**src/design/hdlcrx_pkg.sv**
```systemverilog
// Shared constants, types and CRC helpers for the HDLC receive deframer.
// No dependencies; compiled first.
package hdlcrx_pkg;

  // Field and counter widths
  localparam int BYTE_W  = 8;
  localparam int POS_W   = 12;
  localparam int LEN_W   = 12;
  localparam int MAXL_W  = 12;
  localparam int CRC_W   = 16;
  localparam int CNT_W   = 4;
  localparam int ADDR_W  = 4;
  localparam int DATA_W  = 32;

  localparam logic [POS_W-1:0] POS_MASK = {POS_W{1'b1}};

  // Line octets
  localparam logic [BYTE_W-1:0] FLAG_OCTET = 8'h7E;
  localparam logic [BYTE_W-1:0] ESC_OCTET  = 8'h7D;
  localparam logic [BYTE_W-1:0] ESC_XOR    = 8'h20;
  // Five ones followed by the newest bit: a stuffed zero to drop
  localparam logic [BYTE_W-1:0] STUFF_MASK = 8'hFC;
  localparam logic [BYTE_W-1:0] STUFF_PAT  = 8'h7C;

  localparam logic [CRC_W-1:0] CRC_POLY = 16'h1021;

  // Register reset values
  localparam logic              MODE_RST     = 1'b0;
  localparam logic              HIFIRST_RST  = 1'b0;
  localparam logic [MAXL_W-1:0] MAX_LEN_RST  = 12'd1000;
  localparam logic [CRC_W-1:0]  CRC_INIT_RST = 16'hFFFF;

  // Register indexes (word address)
  localparam logic [1:0] REG_BITWISE_MODE   = 2'd0;
  localparam logic [1:0] REG_CRC_HIGH_FIRST = 2'd1;
  localparam logic [1:0] REG_MAX_FRAME_LEN  = 2'd2;
  localparam logic [1:0] REG_CRC_INIT       = 2'd3;

  // End-of-frame status codes
  typedef enum logic [1:0] {
    ST_GOOD     = 2'd0,
    ST_CRC_ERR  = 2'd1,
    ST_TOO_LONG = 2'd2
  } frame_status_t;

  // One entry of the byte-wise CRC-16 table (MSB first, poly 0x1021)
  function automatic logic [CRC_W-1:0] crc_tbl(input logic [BYTE_W-1:0] idx);
    logic [CRC_W-1:0] c;
    c = {idx, 8'h00};
    for (int i = 0; i < 8; i++) begin
      if (c[CRC_W-1]) begin
        c = {c[CRC_W-2:0], 1'b0} ^ CRC_POLY;
      end else begin
        c = {c[CRC_W-2:0], 1'b0};
      end
    end
    return c;
  endfunction

  // Fold one byte into the running CRC
  function automatic logic [CRC_W-1:0] crc_step(input logic [CRC_W-1:0]  crc,
                                                input logic [BYTE_W-1:0] v);
    return {crc[7:0], 8'h00} ^ crc_tbl(crc[15:8] ^ v);
  endfunction

endpackage

```
**src/design/hdlcrx_in_if.sv**
```systemverilog
// Input channel of the HDLC receive deframer: valid/ready plus one line symbol.
// Depends on hdlcrx_pkg.
interface hdlcrx_in_if;
  logic                           valid;
  logic                           ready;
  logic [hdlcrx_pkg::BYTE_W-1:0]  data_in;

  modport source (output valid, output data_in, input ready);
  modport sink   (input valid, input data_in, output ready);
endinterface

```
**src/design/hdlcrx_out_if.sv**
```systemverilog
// Result channel of the HDLC receive deframer: payload bytes and frame status.
// Depends on hdlcrx_pkg.
interface hdlcrx_out_if;
  logic                           valid;
  logic                           ready;
  logic [hdlcrx_pkg::BYTE_W-1:0]  out_byte;
  logic                           frame_end;
  logic [1:0]                     frame_status;
  logic [hdlcrx_pkg::LEN_W-1:0]   payload_len;

  modport source (output valid, output out_byte, output frame_end,
                  output frame_status, output payload_len, input ready);
  modport sink   (input valid, input out_byte, input frame_end,
                  input frame_status, input payload_len, output ready);
endinterface

```
**src/design/hdlc_receive_deframer.sv**
```systemverilog
// HDLC receive deframer top level: bit destuffing, escape removal, CRC-16 check.
// Depends on hdlcrx_pkg, hdlcrx_in_if and hdlcrx_out_if.
//
// Usage:
//   in_ch  : line symbols, one octet per request (byte mode) or one line bit in
//            data_in[0], LSB of each octet first (bit mode).
//   out_ch : payload bytes (frame_end = 0) and one end-of-frame status request
//            per frame of two or more octets (frame_end = 1, frame_status, payload_len).
//   APB    : registers bitwise_mode, crc_high_first, max_frame_len, crc_init at
//            byte addresses 0, 4, 8, 12. Write them only while the block is idle.
// Timing: a symbol accepted into the input register is decoded from there and
//   its result (if any) is written into the output register once that register
//   can take it. One symbol is taken every cycle while out_ch is not held off. The
//   decode, the CRC table step and the frame-length compare are combinational.
// Stalls: while out_ch is held off, the input register keeps one symbol and
//   in_ch.ready drops once both registers are full; nothing is lost.
// Reset (rst_n low, synchronous): registers return to their defaults, the bit
//   window and frame state clear and both channels empty. No clearing pass.
module hdlc_receive_deframer (
  input  logic                               clk,
  input  logic                               rst_n,
  hdlcrx_in_if.sink                          in_ch,
  hdlcrx_out_if.source                       out_ch,
  input  logic                               psel,
  input  logic                               penable,
  input  logic                               pwrite,
  input  logic [hdlcrx_pkg::ADDR_W-1:0]      paddr,
  input  logic [hdlcrx_pkg::DATA_W-1:0]      pwdata,
  output logic [hdlcrx_pkg::DATA_W-1:0]      prdata,
  output logic                               pready
);

  // Configuration registers
  logic                              mode_r;
  logic                              hifirst_r;
  logic [hdlcrx_pkg::MAXL_W-1:0]     max_len_r;
  logic [hdlcrx_pkg::CRC_W-1:0]      crc_init_r;

  // Input register
  logic                              s1_valid_r;
  logic [hdlcrx_pkg::BYTE_W-1:0]     s1_data_r;
  logic                              s1_go;

  // Receive state
  logic [hdlcrx_pkg::BYTE_W-1:0]     win_r,   win_nxt;
  logic [hdlcrx_pkg::BYTE_W-1:0]     acc_r,   acc_nxt;
  logic [hdlcrx_pkg::CNT_W-1:0]      cnt_r,   cnt_nxt;
  logic [hdlcrx_pkg::BYTE_W-1:0]     hold0_r, hold0_nxt;
  logic [hdlcrx_pkg::BYTE_W-1:0]     hold1_r, hold1_nxt;
  logic [hdlcrx_pkg::POS_W-1:0]      pos_r,   pos_nxt;
  logic [hdlcrx_pkg::CRC_W-1:0]      crc_r,   crc_nxt;
  logic                              esc_r,   esc_nxt;

  // Decode results for the current symbol
  logic                              oct_vld;
  logic [hdlcrx_pkg::BYTE_W-1:0]     oct;
  logic [hdlcrx_pkg::BYTE_W-1:0]     ch;
  logic [hdlcrx_pkg::CRC_W-1:0]      rx_crc;
  logic                              res_vld;
  logic [hdlcrx_pkg::BYTE_W-1:0]     res_byte;
  logic                              res_end;
  hdlcrx_pkg::frame_status_t         res_stat;
  logic [hdlcrx_pkg::LEN_W-1:0]      res_len;

  // Output register
  logic                              out_valid_r;
  logic [hdlcrx_pkg::BYTE_W-1:0]     out_byte_r;
  logic                              out_end_r;
  hdlcrx_pkg::frame_status_t         out_stat_r;
  logic [hdlcrx_pkg::LEN_W-1:0]      out_len_r;

  logic                              cfg_wr;

  // APB register file
  assign pready = 1'b1;
  assign cfg_wr = psel && penable && pwrite;

  always_ff @(posedge clk) begin
    if (!rst_n) begin
      mode_r     <= hdlcrx_pkg::MODE_RST;
      hifirst_r  <= hdlcrx_pkg::HIFIRST_RST;
      max_len_r  <= hdlcrx_pkg::MAX_LEN_RST;
      crc_init_r <= hdlcrx_pkg::CRC_INIT_RST;
    end else if (cfg_wr) begin
      unique case (paddr[3:2])
        hdlcrx_pkg::REG_BITWISE_MODE:   mode_r     <= pwdata[0];
        hdlcrx_pkg::REG_CRC_HIGH_FIRST: hifirst_r  <= pwdata[0];
        hdlcrx_pkg::REG_MAX_FRAME_LEN:  max_len_r  <= pwdata[hdlcrx_pkg::MAXL_W-1:0];
        hdlcrx_pkg::REG_CRC_INIT:       crc_init_r <= pwdata[hdlcrx_pkg::CRC_W-1:0];
      endcase
    end
  end

  always_comb begin
    unique case (paddr[3:2])
      hdlcrx_pkg::REG_BITWISE_MODE:   prdata = hdlcrx_pkg::DATA_W'(mode_r);
      hdlcrx_pkg::REG_CRC_HIGH_FIRST: prdata = hdlcrx_pkg::DATA_W'(hifirst_r);
      hdlcrx_pkg::REG_MAX_FRAME_LEN:  prdata = hdlcrx_pkg::DATA_W'(max_len_r);
      hdlcrx_pkg::REG_CRC_INIT:       prdata = hdlcrx_pkg::DATA_W'(crc_init_r);
    endcase
  end

  // Handshake: the input register moves on when the output register can take
  // a result (empty or being drained this cycle)
  assign s1_go       = s1_valid_r && (!out_valid_r || out_ch.ready);
  assign in_ch.ready = !s1_valid_r || s1_go;

  always_ff @(posedge clk) begin
    if (!rst_n) begin
      s1_valid_r <= 1'b0;
    end else if (in_ch.ready) begin
      s1_valid_r <= in_ch.valid;
    end
  end

  always_ff @(posedge clk) begin
    if (in_ch.ready && in_ch.valid) begin
      s1_data_r <= in_ch.data_in;
    end
  end

  // Symbol decode, framing and CRC for the symbol in the input register
  always_comb begin
    win_nxt   = win_r;
    acc_nxt   = acc_r;
    cnt_nxt   = cnt_r;
    hold0_nxt = hold0_r;
    hold1_nxt = hold1_r;
    pos_nxt   = pos_r;
    crc_nxt   = crc_r;
    esc_nxt   = esc_r;
    oct_vld   = 1'b0;
    oct       = s1_data_r;
    ch        = s1_data_r;
    rx_crc    = hifirst_r ? {hold0_r, hold1_r} : {hold1_r, hold0_r};
    res_vld   = 1'b0;
    res_byte  = '0;
    res_end   = 1'b0;
    res_stat  = hdlcrx_pkg::ST_GOOD;
    res_len   = '0;

    // Bit mode: flag search, destuffing and octet assembly
    if (mode_r) begin
      win_nxt = {s1_data_r[0], win_r[7:1]};
      if (win_nxt == hdlcrx_pkg::FLAG_OCTET) begin
        acc_nxt = '0;
        cnt_nxt = '0;
        oct     = hdlcrx_pkg::FLAG_OCTET;
        oct_vld = 1'b1;
      end else if ((win_nxt & hdlcrx_pkg::STUFF_MASK) != hdlcrx_pkg::STUFF_PAT) begin
        acc_nxt = {s1_data_r[0], acc_r[7:1]};
        cnt_nxt = cnt_r + hdlcrx_pkg::CNT_W'(1);
        if (cnt_nxt >= hdlcrx_pkg::CNT_W'(8)) begin
          oct     = acc_nxt;
          acc_nxt = '0;
          cnt_nxt = '0;
          oct_vld = 1'b1;
        end
      end
    end else begin
      oct_vld = 1'b1;
    end

    // Octet handling
    if (oct_vld) begin
      if (oct == hdlcrx_pkg::FLAG_OCTET) begin
        // closing flag: check the two held bytes against the running CRC
        if (pos_r >= hdlcrx_pkg::POS_W'(2)) begin
          res_vld  = 1'b1;
          res_end  = 1'b1;
          res_stat = (rx_crc == crc_r) ? hdlcrx_pkg::ST_GOOD : hdlcrx_pkg::ST_CRC_ERR;
          res_len  = hdlcrx_pkg::LEN_W'(pos_r - hdlcrx_pkg::POS_W'(2));
        end
        pos_nxt = '0;
        esc_nxt = 1'b0;
        crc_nxt = crc_init_r;
      end else if (!esc_r && (oct == hdlcrx_pkg::ESC_OCTET)) begin
        esc_nxt = 1'b1;
      end else begin
        ch      = esc_r ? (oct ^ hdlcrx_pkg::ESC_XOR) : oct;
        esc_nxt = 1'b0;
        if ((pos_r >= max_len_r) || (pos_r == hdlcrx_pkg::POS_MASK)) begin
          // frame too long: abort and restart
          res_vld  = 1'b1;
          res_end  = 1'b1;
          res_stat = hdlcrx_pkg::ST_TOO_LONG;
          if (pos_r >= hdlcrx_pkg::POS_W'(2)) begin
            res_len = hdlcrx_pkg::LEN_W'(pos_r - hdlcrx_pkg::POS_W'(2));
          end
          pos_nxt = '0;
          crc_nxt = crc_init_r;
        end else begin
          // release the oldest held byte and fold it into the CRC
          if (pos_r >= hdlcrx_pkg::POS_W'(2)) begin
            crc_nxt  = hdlcrx_pkg::crc_step(crc_r, hold0_r);
            res_vld  = 1'b1;
            res_byte = hold0_r;
          end
          hold0_nxt = hold1_r;
          hold1_nxt = ch;
          pos_nxt   = pos_r + hdlcrx_pkg::POS_W'(1);
        end
      end
    end
  end

  // Receive state registers
  always_ff @(posedge clk) begin
    if (!rst_n) begin
      win_r <= '0;
      acc_r <= '0;
      cnt_r <= '0;
      pos_r <= '0;
      crc_r <= hdlcrx_pkg::CRC_INIT_RST;
      esc_r <= 1'b0;
    end else if (s1_go) begin
      win_r <= win_nxt;
      acc_r <= acc_nxt;
      cnt_r <= cnt_nxt;
      pos_r <= pos_nxt;
      crc_r <= crc_nxt;
      esc_r <= esc_nxt;
    end
  end

  // Held bytes: read only after two writes in the same frame
  always_ff @(posedge clk) begin
    if (s1_go) begin
      hold0_r <= hold0_nxt;
      hold1_r <= hold1_nxt;
    end
  end

  // Output register
  always_ff @(posedge clk) begin
    if (!rst_n) begin
      out_valid_r <= 1'b0;
    end else if (s1_go) begin
      out_valid_r <= res_vld;
    end else if (out_ch.ready) begin
      out_valid_r <= 1'b0;
    end
  end

  always_ff @(posedge clk) begin
    if (s1_go && res_vld) begin
      out_byte_r <= res_byte;
      out_end_r  <= res_end;
      out_stat_r <= res_stat;
      out_len_r  <= res_len;
    end
  end

  assign out_ch.valid        = out_valid_r;
  assign out_ch.out_byte     = out_byte_r;
  assign out_ch.frame_end    = out_end_r;
  assign out_ch.frame_status = out_stat_r;
  assign out_ch.payload_len  = out_len_r;

endmodule

```
**src/flat_wrapper.sv**
```systemverilog
// flat-port wrapper written by rule: the top's interface ports become plain ports
module hdlc_receive_deframer_flat 
  (clk, rst_n, psel, penable, pwrite, paddr, pwdata, prdata, pready, in_ch_valid, in_ch_data_in, in_ch_ready, out_ch_valid, out_ch_out_byte, out_ch_frame_end, out_ch_frame_status, out_ch_payload_len, out_ch_ready);
  hdlcrx_in_if in_ch_i ();
  hdlcrx_out_if out_ch_i ();
  input  logic clk;
  input  logic rst_n;
  input  logic psel;
  input  logic penable;
  input  logic pwrite;
  input  logic [hdlcrx_pkg::ADDR_W-1:0] paddr;
  input  logic [hdlcrx_pkg::DATA_W-1:0] pwdata;
  output logic [hdlcrx_pkg::DATA_W-1:0] prdata;
  output logic pready;
  input wire logic [$bits(in_ch_i.valid)-1:0] in_ch_valid;
  input wire logic [$bits(in_ch_i.data_in)-1:0] in_ch_data_in;
  output wire logic [$bits(in_ch_i.ready)-1:0] in_ch_ready;
  output wire logic [$bits(out_ch_i.valid)-1:0] out_ch_valid;
  output wire logic [$bits(out_ch_i.out_byte)-1:0] out_ch_out_byte;
  output wire logic [$bits(out_ch_i.frame_end)-1:0] out_ch_frame_end;
  output wire logic [$bits(out_ch_i.frame_status)-1:0] out_ch_frame_status;
  output wire logic [$bits(out_ch_i.payload_len)-1:0] out_ch_payload_len;
  input wire logic [$bits(out_ch_i.ready)-1:0] out_ch_ready;
  assign in_ch_i.valid = in_ch_valid;
  assign in_ch_i.data_in = in_ch_data_in;
  assign in_ch_ready = in_ch_i.ready;
  assign out_ch_valid = out_ch_i.valid;
  assign out_ch_out_byte = out_ch_i.out_byte;
  assign out_ch_frame_end = out_ch_i.frame_end;
  assign out_ch_frame_status = out_ch_i.frame_status;
  assign out_ch_payload_len = out_ch_i.payload_len;
  assign out_ch_i.ready = out_ch_ready;
  hdlc_receive_deframer u_core (.clk(clk), .rst_n(rst_n), .in_ch(in_ch_i), .out_ch(out_ch_i), .psel(psel), .penable(penable), .pwrite(pwrite), .paddr(paddr), .pwdata(pwdata), .prdata(prdata), .pready(pready));
endmodule
```
**config.mk**
```make
export PLATFORM = sky130hd
export DESIGN_NAME = hdlc_receive_deframer_flat
export DESIGN_NICKNAME = d
export VERILOG_FILES = /design/src/design/hdlcrx_pkg.sv /design/src/design/hdlcrx_in_if.sv /design/src/design/hdlcrx_out_if.sv /design/src/design/hdlc_receive_deframer.sv /design/src/flat_wrapper.sv
export SDC_FILE = /design/constraint.sdc
export NUM_CORES = 1
export LEC_CHECK = 0
export ABC_AREA = 0
export BUFFER_PORTS_ARGS = -buffer_cell sky130_fd_sc_hd__buf_2
export CORE_MARGIN = 2
export CORE_UTILIZATION = 40
export DETAILED_ROUTE_END_ITERATION = 10
export HOLD_SLACK_MARGIN = 0.15
export PLACE_DENSITY = 0.68
export SLEW_MARGIN = 0
export SYNTH_ARGS = -nofsm -noshare
export SYNTH_HDL_FRONTEND = slang
export SYNTH_SLANG_ARGS = --single-unit
```
**constraint.sdc**
```tcl
create_clock -name clk -period 3.75 [get_ports clk]
set_input_delay 0.75 -clock clk [delete_from_list [all_inputs] [get_ports clk]]
set_output_delay 0.75 -clock clk [all_outputs]
set_load 0.01 [all_outputs]
```
# After elaboration in Yosys (flattened, before gate mapping)
# Cells that the tools add are included.
# word_totals
register_bits,128
latchBits,0
ram_bits,0
romBits,0
in_bits,51
output_inout_bits,58
wordCells,171
n_memories,0
# classes
addsub,3
multipliers,0
n_div,0
n_lt_le_gt_ge,3
eq_ne,10
n_shift,0
n_mux,93
bitwise,16
reduce_logical,27
# ops
cell,count
$mux 16,45
$pmux 32 s4,1
$mux 13,8
$mux 12,7
$mux 8,7
$eq 8x7->1 const B,3
$not 3->3,8
$mux 1,17
$eq 16x16->1,1
$xor 16x16->16,1
$add 12x1->12 const B,1
$eq 12x12->1 const B,1
$ge 12x12->1,1
$ge 12x2->1 const B,1
$mux 4,3
$reduce_and 2->1,6
$sub 12x2->12 const B,1
$mux 2,4
$xor 8x8->8,1
$logic_and 1x1->1,6
$mux 6,1
$ne 6x5->1 const B,1
$not 1->1,6
$reduce_and 3->1,2
13 further kinds,19

# Depth between registers and ports, before layout
# Gate-level depths: netlist of the first run.
# depth
depth_word,65
ltp_mapped,11
ltp_nobuf,9

# Worst setup path before layout of the first run
# Ideal clock, no wire load.
# synth_timing
path_kind,register to register
startpoint,register u_core.win_r[6] (netlist bit)
endpoint,"register u_core.out_end_r, in the netlist u_core.out_ch.frame_end, enable pin"
setup_ns,0.378
arrival_ns,2.373
setup_slack_ns,0.999
path_stages_with_launch,11
cell_sequence,dfxtp_1 -> and4_4 -> buf_6 -> and2_4 -> buf_6 -> o32ai_2 -> a211oi_2 -> a21o_4 -> buf_6 -> o21bai_1 -> inv_1
# synth_via
elab_chain_len,10
word_cells_on_any_way,15
# synth_rtl
item,line_no,text
"start, declared",hdlc_receive_deframer.sv:45,"logic [hdlcrx_pkg::BYTE_W-1:0] win_r, win_nxt;"
"start signal, assigned",hdlc_receive_deframer.sv:217,win_r <= win_nxt;
$ne 6x5->1,hdlc_receive_deframer.sv:150,end else if ((win_nxt & hdlcrx_pkg::STUFF_MASK) != hdlcrx_pkg::STUFF_PAT) begin
$mux 8,hdlc_receive_deframer.sv:150,
$mux 8,hdlc_receive_deframer.sv:145,if (win_nxt == hdlcrx_pkg::FLAG_OCTET) begin
$mux 8,hdlc_receive_deframer.sv:143,if (mode_r) begin
$eq 8x7->1,hdlc_receive_deframer.sv:177,end else if (!esc_r && (oct == hdlcrx_pkg::ESC_OCTET)) begin
$logic_and 1x1->1,hdlc_receive_deframer.sv:177,
$mux 1,hdlc_receive_deframer.sv:177,
$mux 1,hdlc_receive_deframer.sv:166,if (oct == hdlcrx_pkg::FLAG_OCTET) begin
$mux 1 (*),hdlc_receive_deframer.sv:165,if (oct_vld) begin
$logic_and 1x1->1 (*),hdlc_receive_deframer.sv:246,if (s1_go && res_vld) begin
"end signal, assigned",hdlc_receive_deframer.sv:248,out_end_r <= res_end;
"end, declared",hdlc_receive_deframer.sv:68,logic out_end_r;
# Mark *: on every way between the ends. The rest lies on a longest branch, timed or not.
# A chain may end at the register's enable or synchronous reset.

# Worst setup path in the final report of the first run
# layout_timing
startpoint,register u_core.s1_data_r[0] (netlist bit)
endpoint,"register u_core.out_byte_r (netlist bit u_core.out_ch.out_byte[6]), enable pin"
# layout_via
elab_chain_len,10
word_cells_on_any_way,16
# layout_rtl
item,line_no,text
"start, declared",hdlc_receive_deframer.sv:41,logic [hdlcrx_pkg::BYTE_W-1:0] s1_data_r;
"start signal, assigned",hdlc_receive_deframer.sv:118,s1_data_r <= in_ch.data_in;
$ne 6x5->1 / $mux 8 (equally long branches),"hdlc_receive_deframer.sv:150, hdlc_receive_deframer.sv:153",
$mux 8,hdlc_receive_deframer.sv:150,
$mux 8,hdlc_receive_deframer.sv:145,
$mux 8,hdlc_receive_deframer.sv:143,
$eq 8x7->1,hdlc_receive_deframer.sv:177,
$logic_and 1x1->1,hdlc_receive_deframer.sv:177,
$mux 1,hdlc_receive_deframer.sv:177,
$mux 1,hdlc_receive_deframer.sv:166,
$mux 1 (*),hdlc_receive_deframer.sv:165,
$logic_and 1x1->1 (*),hdlc_receive_deframer.sv:246,
"end signal, assigned",hdlc_receive_deframer.sv:247,out_byte_r <= res_byte;
"end, declared",hdlc_receive_deframer.sv:67,logic [hdlcrx_pkg::BYTE_W-1:0] out_byte_r;
# Marks and branches as above.

==> impl_results.md, run 1 <==
* Setup crit end kind: flop
* Gr usage total at 17.9%
* CP delay by family, top: compound AO/OA/AOI/OAI gates
* Die Ht at 133 µm
* Synth top area share at 23.9%
* Global-route wire length before repair at 24900 µm
* Number of antenna-violating nets in the routed design at 0
* Slowest cell on crit path: inv_1
* PwrDens at 441 nW/µm²
* RSZ-0062 raised after global routing: false
* Worst-Skew Late Latency at ~0.43 ns
* Crit Path Class: reg -> reg
* Hold Buf Count CTS at 0
* Yosys warns at 0
* Pre-CTS setup slack at about 0.66 ns
* Synth Register Bits at ~130
* Routability congestion estimate at 0.858
* Dpl hpwl at ~11000 µm
* Dominant synthesized flop cell: dfxtp_1
* Starting Density at 40.3%
* Slew Viols, Final at 0
* Peak Freq at 324 MHz
* Reg-to-Reg Start: u_core.s1_data_r[0]
* HP Class: reg -> reg
* IO Pins at 109
* Largest area contributor in the synthesized netlist: dfxtp_1
* Hold Vio Cnt, Final at 0
* Leakage at 3.23 nW
* DR WL/cell at 15.4 µm
* Pin slew with the least headroom to its limit at approximately 0.93 ns
* Min Clock Period, post-route at a little over 3 ns
* Root Driver: clkbuf_16
* Final Setup Violations at 0
* Min setup slack post-route at 0.659 ns
* Async SR Flop Fraction at 0%
* Worst Path Max Fanout at 23
* Ant. Diodes at 0
* Arr. time, crit path at between 3 and 4 ns
* Hold Crit Start: u_core.win_r[1]
* Clock Skew at 0.0122 ns
* Switching share of power at 23.2%
* Post-CTS Repair Setup Buffers at 0
* R2r endpoint: u_core.out_ch.out_byte[6]
* Share of power burned in registers at 43.3%
* Max VDD drop at ~330 µV
* Overall routed net length at 15300 µm
* Initial antenna violation count at 0
* CTS tree: built
* CTS Sinks at between 100 and 150
* Hold_ws at 0.456 ns
* R2R depth at 7
* Period utilization at between 80% and 90%
* P_sw at 0.792 mW
* CP required at 3.79 ns
* Fin Setup TNS at 0 ns
* Mapped Area at around 6600 µm²
* Clock Power Share at 49.8%
* Combinational power share at 7.0%
* Fraction of layout cells with a size suffix above 1 at 17.5%
* Hold-critical path endpoint: u_core.win_r[1]
* Clk slew on worst S/H paths at 0.06 ns
* First drt pass iteration count at 5
* Netlist cell types at 64
* Port bufs at 73
* DRT iter0 DRCs at 373
* Die Width at 133 µm
* Final core occ at around 47%
* Startpoint types: flop
* Status: complete, no violations
* Layout Nets at roughly 830
* DIE AREA at 17600 µm²
* Vias in the first global route at 4884
* Int Power at 2.62 mW
* CORE AREA at 16400 µm²
* DR vias/cell at between 5 and 6
* Vias at 5067
* Post-CTS sizing at 0
* Sequential area share after synthesis at roughly 45%
* Largest net degree at the start of global routing at 38
* Max transition margin at about 38%
* Gate Count Post-Synth at between 600 and 700
* Most frequent cells in the layout: nand2_1 (102), dfxtp_1 (79), buf_2 (73)
* Row cnt at 47
* Critical path startpoint: u_core.s1_data_r[0]
* Area contributors post-synth: dfxtp_1 (24%), edfxtp_1 (21%), mux2i_1 (6.5%)
* Crit path buf inv count at 1
* Fin area at 7730 µm²
* CTS H-Tree Depth at 4
* R2R Setup Slk at 0.66 ns
* Hold depth at 2
* Total congestion overflow at 0
* Max-Cap Viols at 0
* DRC Markers at 0
* Syn Area/Cell at 9.54 µm²
* Area post-placement at 7110 µm²
* Inserted Clock Buffers at 17
* Commonest non-fill, non-tap cell in the layout: nand2_1
* P&R area growth vs syn at 16.8%
* Number of synthesized flops with an enable pin at 47
* Cell Chain, Critical Path: nor2b_2, and2_4, o21ai_0, a21o_1, a21o_4, o21bai_1, inv_1
* Largest stage delay on the critical path at 0.71 ns
* Max Buffers Root-to-Sink at 2
## layout make-up
type                    count  area [µm²]
repair buffers             83         440
clock inverters            12         130
clock buffers              20         489
multi-input cells         509        3300
well taps                 220         275
inverters                  26        97.6
fillers                  1565        8680
flip-flops and latches    126        2990
## Yosys cell counts (12+ instances only)
master	count
o21ai_0	17
nand2_1	102
nor2b_1	12
dfxtp_1	79
nor2_1	56
buf_4	18
and2_1	14
xnor2_1	42
ha_1	17
a21oi_1	31
mux2i_1	43
xor2_1	16
edfxtp_1	47
o211ai_1	15
inv_1	25
clkbuf_1	20
nand3_1	27
## routing by layer
layer	GRT usage [%]	vias to the layer above	wire length [µm]
met5	0	-	0
met4	6.21	0	236
met3	4.44	20	764
met2	27.3	143	7010
met1	24.8	2360	7280
li1	-	2544	-
## metrics by stage
| stage | cells | power, mW |
|---|---|---|
| after floorplan | 709 | 1.68 |
| after global placement | 964 | 1.74 |
| after detailed placement | 964 | 1.74 |
| after CTS | 996 | 3.44 |
| after global routing | 996 | 3.53 |
| final | 996 | 3.41 |
## tightest hold or removal path: cells and delay by family (launching register included)
kind / cells / cell delay [ns]
AO/OA/AOI/OAI: 1 / 0.05
flip-flops: 1 / 0.30
AND/OR/NAND/NOR: 1 / 0.05
## power groups by stage
| stage | Clock (mW) | Combinational (mW) | Sequential, mW |
|---|---|---|---|
| 3_3_place_gp | 0 | 0.235 | 1.50 |
| 6_report | 1.70 | 0.238 | 1.47 |
| 2_1_floorplan | 0 | 0.182 | 1.49 |
| 4_1_cts | 1.73 | 0.239 | 1.47 |
| 3_5_place_dp | 0 | 0.237 | 1.50 |
| 5_1_grt | 1.79 | 0.264 | 1.48 |
## logic make-up after synthesis
group                      Yosys count  synth area share [%]
muxes                               46                  7.22
xor gates and xnor gates            59                  7.92
DFF                                126                  45.2
and+or+nand+nor                    262                  18.7
other                                2                 0.113
adders and majority gates           17                  3.21
AOI/OAI and AO/OA                  108                  11.9
buffers and inverters               74                  5.73
## state kept, by name (all words and copies together), names as in the netlist, 2 cells and up
name and flops:
u_core.acc_r 7, u_core.cnt_r 4, u_core.crc_init_r 16, u_core.crc_r 16, u_core.hold0_r 8, u_core.hold1_r 8
u_core.max_len_r 12, u_core.out_ch.frame_status 2, u_core.out_ch.out_byte 8, u_core.out_ch.payload_len 12, u_core.pos_r 12, u_core.s1_data_r 8
u_core.win_r 7
## how the worst max path moves through the flow
stage | to | slack (ns) | cells past startpoint
after global placement | u_core.out_ch.out_byte[6] | 0.71 | 7
after detailed placement | u_core.out_ch.out_byte[6] | 0.66 | 7
after global routing | u_core.out_ch.out_byte[6] | 0.43 | 7
after CTS | u_core.out_ch.out_byte[6] | 0.64 | 7
final | u_core.out_ch.out_byte[6] | 0.66 | 7
after floorplan | u_core.out_ch.frame_end | 1.0 | 10
(Power assumes the default switching activity.)
==> inputs of run 2 (changes only) <==
==> constraint.sdc (replaced) <==
create_clock -name clk -period 2.9 [get_ports clk]
set_input_delay 0.58 -clock clk [delete_from_list [all_inputs] [get_ports clk]]
set_output_delay 0.58 -clock clk [all_outputs]
set_load 0.01 [all_outputs]
==> impl_results.md, run 2 (synthesis results as in run 1) <==
* Status: complete, no violations
* Die Width at between 100 and 150 µm
* Global-route wire length before repair at 25600 µm
* Biggest regs: u_core.crc_init_r (16), u_core.crc_r (16)
* Startpoint types: flop
* Fin area at ~7800 µm²
* Vias in the first global route at roughly 5k
* CTS Sinks at approximately 130
* Post-CTS sizing at 0
* Final core occ at ~48%
* Layout Nets at 845
* Switching share of power at 22.4%
* Clock Skew at 0.0106 ns
* Pin slew with the least headroom to its limit at 0.669 ns
* IO Pins at 109
* CP required at between 3 and 4 ns
* Final Setup Violations at 0
* Vias at 5123
* Max Buffers Root-to-Sink at 2
* RSZ-0062 raised after global routing: false
* Hold Vio Cnt, Final at 0
* Area post-placement at 7230 µm²
* Root Driver: clkbuf_16
* Share of power burned in registers at 42.9%
* CORE AREA at 16400 µm²
* Clk slew on worst S/H paths at 0.06 ns
* CTS tree: built
* Most frequent cells in the layout: nand2_1 (102), dfxtp_1 (79), buf_2 (73)
* Inserted Clock Buffers at 17
* Port bufs at 73
* Hold Buf Count CTS at 0
* Dpl hpwl at 11300 µm
* DR vias/cell at 5.07
* Fin Setup TNS at 0 ns
* PwrDens at 567 nW/µm²
* Peak Freq at about 380 MHz
* P_sw at 0.995 mW
* Slew Viols, Final at 0
* Setup crit end kind: flop
* CTS H-Tree Depth at 4
* DIE AREA at between 15000 and 20000 µm²
* Ant. Diodes at 0
* Initial antenna violation count at 0
* DR WL/cell at 15.4 µm
* Total congestion overflow at 0
* DRC Markers at 0
* HP Class: in -> reg
* Period utilization at approximately nine tenths
* Row cnt at 47
* Worst Path Max Fanout at 11
* Max-Cap Viols at 0
* P&R area growth vs syn at 18.4%
* Crit Path Class: reg -> reg
* Clock Power Share at 50.0%
* First drt pass iteration count at 5
* DRT iter0 DRCs at 418
* Min Clock Period, post-route at 2.63 ns
* Max VDD drop at 472 µV
* Leakage at 3.29 nW
* Overall routed net length at 15500 µm
* Final Total Pwr at around 4.4 mW
* Routability congestion estimate at 0.839
* Die Ht at 133 µm
* Post-CTS Repair Setup Buffers at 0
* Worst-Skew Late Latency at 0.42 ns
* Largest net degree at the start of global routing at 38
* Starting Density at 40.3%
* Max transition margin at roughly 55%
* Commonest non-fill, non-tap cell in the layout: nand2_1
* Fraction of layout cells with a size suffix above 1 at 18.5%
* Arr. time, crit path at 2.90 ns
* Combinational power share at 7.2%
* Gr usage total at 18.4%
* Number of antenna-violating nets in the routed design at 0
* Int Power at around 3.4 mW
[run 2: changes by cell type in the layout (fill, tap and decap cells not counted), sizes merged]
cell	delta
buf	+14
bufinv	+2
clkbuf	-1
clkinv	+1
inv	-2
[run 2: layout make-up]
type	count	area, µm²
fillers	1581	8570
multi-input cells	509	3300
flip-flops and latches	126	2990
repair buffers	97	558
clock buffers	19	443
well taps	220	275
clock inverters	13	170
inverters	26	97.6
[run 2: critical path, cell delays in order (launching register included)]
cell,delay (ns)
dfxtp_1,0.36
and3_2,0.26
mux2i_2,0.38
o32a_1,0.28
a221oi_4,0.12
a21o_4,0.28
buf_4,0.18
nor2_1,0.47
a2bb2oi_1,0.13
[run 2: final timing paths]
check	start	end	slack [ns]	depth (start not counted)
worst max-delay path	u_core.cnt_r[0]	u_core.crc_r[12]	0.27	8
worst min-delay path	in_ch_data_in[2]	u_core.s1_data_r[2]	0.33	1
worst max register to register	u_core.cnt_r[0]	u_core.crc_r[12]	0.27	8
worst min register to register	u_core.win_r[1]	u_core.win_r[1]	0.45	2
[run 2: power groups by stage]
stage               Sequential [mW]  Clock [mW]  Combinational [mW]
finish                         1.91        2.22               0.318
global route                   1.91        2.33               0.353
CTS                            1.90        2.25               0.319
detailed placement             1.94           0               0.317
global placement               1.94           0               0.314
floorplan                      1.93           0               0.235
[run 2: metal layers]
metal	track usage, %	vias to the layer above	part of all wire (%)
met5	0	-	0
met4	6.69	0	1.8
met3	3.98	17	3.6
met2	29.4	114	47
met1	24.7	2429	48
li1	-	2563	-
[run 2: stage by stage]
| step | hold WS, ns | setup slack [ns] | std cells |
|---|---|---|---|
| floorplan | 0.431 | 0.149 | 709 |
| global placement | 0.439 | 0.358 | 978 |
| detailed placement | 0.443 | 0.317 | 978 |
| CTS | 0.317 | 0.298 | 1010 |
| global route | 0.320 | 0.0154 | 1010 |
| finish | 0.331 | 0.272 | 1010 |
